### config.mk
export PLATFORM = sky130hd
export DESIGN_NAME = tmc_front
export DESIGN_NICKNAME = d
export VERILOG_FILES = /design/src/hw/rtl/tmc_pkg.sv /design/src/hw/rtl/tmc_front.sv
export SDC_FILE = /design/constraint.sdc
export NUM_CORES = 1
export LEC_CHECK = 0
export BUFFER_PORTS_ARGS = -buffer_cell sky130_fd_sc_hd__buf_2
export CAP_MARGIN = 10
export CORE_MARGIN = 4
export CORE_UTILIZATION = 45
export CTS_BUF_LIST = sky130_fd_sc_hd__clkbuf_8
export DETAILED_ROUTE_END_ITERATION = 6
export MAX_ROUTING_LAYER = met4
export PLACE_DENSITY = 0.67
export RECOVER_POWER = 25
export SLEW_MARGIN = 30
export SYNTH_ARGS = -nofsm -noshare
export SYNTH_HDL_FRONTEND = slang
export SYNTH_SLANG_ARGS = --single-unit
### constraint.sdc
create_clock -name clock -period 3.57 [get_ports clock]
set_input_delay 0.1785 -clock clock [delete_from_list [all_inputs] [get_ports clock]]
set_output_delay 0.1785 -clock clock [all_outputs]
set_load 0.01 [all_outputs]
### src/hw/rtl/tmc_pkg.sv
`timescale 1ns / 1ps
package tmc_pkg;

   localparam int COLUMNS    = 80;
   localparam int ROWS       = 25;
   localparam int CELLS      = COLUMNS * ROWS;
   localparam int MOVE_CELLS = (ROWS - 1) * COLUMNS;
   localparam int COL_W      = (COLUMNS > 1) ? $clog2(COLUMNS) : 1;
   localparam int ROW_W      = (ROWS > 1) ? $clog2(ROWS) : 1;
   localparam int ADDR_W     = (CELLS > 1) ? $clog2(CELLS) : 1;
   localparam int CNT_W      = $clog2(CELLS + 1);

   localparam int Q_DEPTH = 2;
   localparam int Q_PTR_W = $clog2(Q_DEPTH);
   localparam int Q_CNT_W = $clog2(Q_DEPTH + 1);

   localparam int CSR_IDX_W  = 2;
   localparam int CSR_DATA_W = 4;
   localparam logic [CSR_IDX_W-1:0] CSR_FG_COLOR      = 2'd0;
   localparam logic [CSR_IDX_W-1:0] CSR_BG_COLOR      = 2'd1;
   localparam logic [CSR_IDX_W-1:0] CSR_CURSOR_ENABLE = 2'd2;

   localparam logic [2:0] CMD_PUT     = 3'd0;
   localparam logic [2:0] CMD_NEWLINE = 3'd1;
   localparam logic [2:0] CMD_CLEAR   = 3'd2;
   localparam logic [2:0] CMD_SET     = 3'd3;
   localparam logic [2:0] CMD_READ    = 3'd4;

   typedef enum logic [2:0] {
      OP_PUT,
      OP_NEWLINE,
      OP_CLEAR,
      OP_SET,
      OP_READ,
      OP_NOP
   } op_type;

   typedef enum logic [2:0] {
      ST_INIT,
      ST_IDLE,
      ST_READ_WAIT,
      ST_SCROLL,
      ST_FILL
   } state_type;

   typedef struct packed {
      logic [2:0] command;
      logic [7:0] char_code;
      logic [6:0] col;
      logic [4:0] row;
   } req_type;

   typedef struct packed {
      logic [10:0] cursor_loc;
      logic        cursor_hidden;
      logic [7:0]  cell_char;
      logic [7:0]  cell_color;
   } rsp_type;

   typedef struct packed {
      op_type             op;
      logic [7:0]         char_code;
      logic [COL_W-1:0]   col;
      logic [ROW_W-1:0]   row;
      logic [ADDR_W-1:0]  addr;
   } cmd_type;

   typedef struct packed {
      logic [3:0] fg_color;
      logic [3:0] bg_color;
      logic       cursor_enable;
   } cfg_type;

endpackage

### src/hw/rtl/tmc_front.sv
`timescale 1ns / 1ps
module tmc_front
   import tmc_pkg::*;
(
   input  logic    clock,
   input  logic    reset,
   input  logic    hold,
   input  logic    push,
   output logic    full,
   input  req_type req_data,
   output logic    cmd_valid,
   output cmd_type cmd,
   input  logic    cmd_pop
);

   cmd_type              q_ff [Q_DEPTH];
   logic [Q_PTR_W-1:0]   wp_ff, wp_in;
   logic [Q_PTR_W-1:0]   rp_ff, rp_in;
   logic [Q_CNT_W-1:0]   cnt_ff, cnt_in;
   cmd_type              dec;
   logic [COL_W-1:0]     col_c;
   logic [ROW_W-1:0]     row_c;
   logic                 wr, rd;

   always_comb begin
      if (int'(req_data.col) >= COLUMNS) begin
         col_c = COL_W'(COLUMNS - 1);
      end else begin
         col_c = COL_W'(req_data.col);
      end
      if (int'(req_data.row) >= ROWS) begin
         row_c = ROW_W'(ROWS - 1);
      end else begin
         row_c = ROW_W'(req_data.row);
      end
      dec.char_code = req_data.char_code;
      dec.col       = col_c;
      dec.row       = row_c;
      dec.addr      = ADDR_W'(int'(row_c) * COLUMNS + int'(col_c));
      case (req_data.command)
         CMD_PUT:     dec.op = OP_PUT;
         CMD_NEWLINE: dec.op = OP_NEWLINE;
         CMD_CLEAR:   dec.op = OP_CLEAR;
         CMD_SET:     dec.op = OP_SET;
         CMD_READ:    dec.op = OP_READ;
         default:     dec.op = OP_NOP;
      endcase
   end

   assign full      = hold || (int'(cnt_ff) == Q_DEPTH);
   assign cmd_valid = (cnt_ff != '0);
   assign cmd       = q_ff[rp_ff];
   assign wr        = push && !full;
   assign rd        = cmd_pop && cmd_valid;

   always_comb begin
      wp_in  = wr ? Q_PTR_W'(wp_ff + 1'b1) : wp_ff;
      rp_in  = rd ? Q_PTR_W'(rp_ff + 1'b1) : rp_ff;
      cnt_in = cnt_ff;
      if (wr && !rd) begin
         cnt_in = Q_CNT_W'(cnt_ff + 1'b1);
      end else if (rd && !wr) begin
         cnt_in = Q_CNT_W'(cnt_ff - 1'b1);
      end
   end

   always_ff @(posedge clock) begin
      if (reset) begin
         wp_ff  <= '0;
         rp_ff  <= '0;
         cnt_ff <= '0;
      end else begin
         wp_ff  <= wp_in;
         rp_ff  <= rp_in;
         cnt_ff <= cnt_in;
      end
   end

   always_ff @(posedge clock) begin
      if (wr) begin
         q_ff[wp_ff] <= dec;
      end
   end

endmodule

==> reports/results.txt <==
top cells by area, synth: edfxtp_1, mux2_2, ha_1
Ys Warns: 0
mapped cell area: 0.00280 mm^2
area leader, netlist: edfxtp_1
Leak: 1.29 nW
Hold EP: q_ff[0][23]$_DFFE_PP_
final setup fails: 0
slew margin rel.: 70.5%
placed inst area: 0.00317 mm^2
synthesis-to-finish area growth: 19.1%
Post-Layout Cell Count: 316
# placed instances: 301
r2r startpoint: cnt_ff[0]$_SDFFE_PP0P_
Slowest-stage cell, CP: fa_1
crit end category: register
setup TNS: 0 ps
post-synth cell types: 24
maximum vdd drop: 0.284 mV
Syn Inst Count: 172
total CTS buffers: 9
largest net degree at the start of global routing: 31
Hold Vio Cnt, Final: 0
Hold Path Stages: 1
core footprint: 0.00599 mm^2
TritonCTS clock tree: yes
Via density: 4.83
hold_buf cts: 0
Synth top area share: 64.4%
hold slack: 41.7 ps
Worst-Skew Late Latency: 320 ps
fillcell total: 514
post-cts resize count: 0
number of DRC markers in iteration 0: 82
Die H: 86.9 um
n_diodes: 0
clk slew on worst S/H paths: 70 ps
Top Ports: 64
PD cells: 629 mW/mm^2
Starting Density: 46.7%
drt first pass iters: 5
Worst Path Max Fanout: 5
vias in the first global route: 1,588
layout cells sized above 1: 41.9%
FP Rows: 28
CP Cell Sequence: clkbuf_1, nand2_1, nand2_1, inv_1, ha_1, ha_1, fa_1, xor2_1, o2111ai_1, xnor2_1, xnor2_1
r2r setup slk: 1850 ps
first-pass GRT wire length: 7760 um
worst setup path category: in2reg
min cycle time layout: 2290 ps
final instance area: 0.00333 mm^2
RSZ-0062 raised after global routing: no
FFs w/ async S/R, synth: 0%
initial antenna violation count: 0
Tightest Pin Transition: 443 ps
startpoint types: input port
r2r endpoint: q_ff[1][14]$_DFFE_PP_
worst hold start: req_data[12]
Post-synth EDFFs: 60
max cap viols: 0
routed wire length: 4710 um
H-tree depth: 3
# clock sinks: 65
#FFs+latches synth: 65
DIE AREA: 0.00754 mm^2
Antenna Nets Post-Route: 0
Critical Path Start: req_data[4]
gpl congestion: 0.766
Setup Buffers After CTS: 0
Final Max Slew Viols: 0
Critical Path RT: 3630 ps
max incr delay on CP: 380 ps
Avg Cell Area, Syn: 16.3 um^2
Fmax achieved: 436 MHz
Tcrit/Tclk final: 64.3%
skew final: 6.21 ps
Routed WL per cell: 14.9 um
Clock Tree Buf Depth: 2
worst-case reg-to-reg path depth: 4
status: finished, final reports clean
grt ovf: 0
GR Util All Layers: 14.2%
register area share after synthesis: 68.0%
CP Data Arrival Time: 2350 ps
Final nets: 277
Syn Nets: 212
Top FF cell, synth: edfxtp_1
via count: 1,527
root buf cell: clkbuf_8
Hold Crit Class: in2reg
Post-DP HPWL: 3200 um
Die X: 86.9 um
input/output buffers: 63
Residual DRC: 0
through the flow:
stage	setup WS, ps	power, W	utilization [%]
after CTS	1390	0.00213	55.8
final	1280	0.00210	55.6
after global routing	1050	0.00222	55.6
after global placement	1120	0.00156	52.9
after floorplan	353	0.00138	-
after detailed placement	1060	0.00157	52.9
critical path, delay by kind of cell:
family / cells / cell delay, ps
buffers and inverters: 2 / 300
AND/OR/NAND/NOR: 2 / 250
adder cells (fa/ha/maj): 3 / 920
AO/OA/AOI/OAI: 1 / 180
XOR/XNOR: 3 / 540
per-layer routing:
layer  track usage, %  part of all wire [%]  vias up  wire length [um]
li1                 -                     -      750                 -
met1             18.9                    48      732              2240
met2             20.6                    46       40              2170
met3             3.78                   5.2        5               247
met4             6.37                  0.89        0                42
met5                -                     0        -                 0
placed cells by master, fill, tap and decap left out, types with 3 or more instances in the layout:
cell	n
inv_1	8
mux2_2	30
dfxtp_1	5
a21o_1	3
buf_2	53
nand2_1	4
ha_1	10
a21oi_1	4
nor2b_1	3
xnor2_1	6
o21ai_0	3
clkbuf_8	9
clkbuf_1	10
xor2_1	5
buf_4	3
nor2_1	5
nand2b_1	5
edfxtp_1	60
sequential cells by signal, summed over array words and instances, names as in the netlist, named ones only:
register  flops
q_ff         60
cnt_ff        2
rp_ff         1
wp_ff         1
synth_stat cells, drive strengths merged (2+ instances only):
master / count
nor2b: 3
ha: 10
edfxtp: 60
o21ai: 3
nor2: 5
xor2: 5
nand2: 4
dfxtp: 5
a21oi: 4
clkbuf: 5
and2: 3
buf: 7
nand2b: 5
xnor2: 6
mux2: 30
a21o: 3
fa: 2
inv: 7
report_power, final:
group / internal, W / leakage, nW / switching (W)
Sequential: 0.000929 / 0.591 / 0.0000434
Clock: 0.000309 / 0.0951 / 0.000250
Combinational: 0.000273 / 0.606 / 0.000294
worst max-delay path by stage:
stage | endpoint | slack [ps] | cells past startpoint
after floorplan | q_ff[0][10]$_DFFE_PP_ | 350 | 4
after global placement | q_ff[0][10]$_DFFE_PP_ | 1120 | 11
after detailed placement | q_ff[1][10]$_DFFE_PP_ | 1060 | 11
after CTS | q_ff[1][10]$_DFFE_PP_ | 1390 | 11
after global routing | q_ff[1][10]$_DFFE_PP_ | 1050 | 11
final | q_ff[0][10]$_DFFE_PP_ | 1280 | 11
cell families (layout without fill, tap and decap cells):
group           Yosys count  in the layout  synth area share, %
compound gates           12             12                 3.09
xor+xnor                 11             11                 3.44
fa+ha+maj                12             12                 5.90
buf+inv                  19             88                 3.22
flops                    65             65                 68.0
mux                      30             30                 12.1
simple gates             23             23                 4.29
final cells by class:
type | instances | area, um^2 | share of cell area, %
Timing Repair Buffer | 66 | 325 | 9.76
Clock inverter | 6 | 51.3 | 1.54
Clock buffer | 9 | 124 | 3.72
Inverter | 7 | 26.3 | 0.788
Multi-Input combinational cell | 88 | 811 | 24.3
Sequential cell | 65 | 1900 | 57.1
Tap cell | 75 | 93.8 | 2.82
Power figures use the tool's default switching activity.
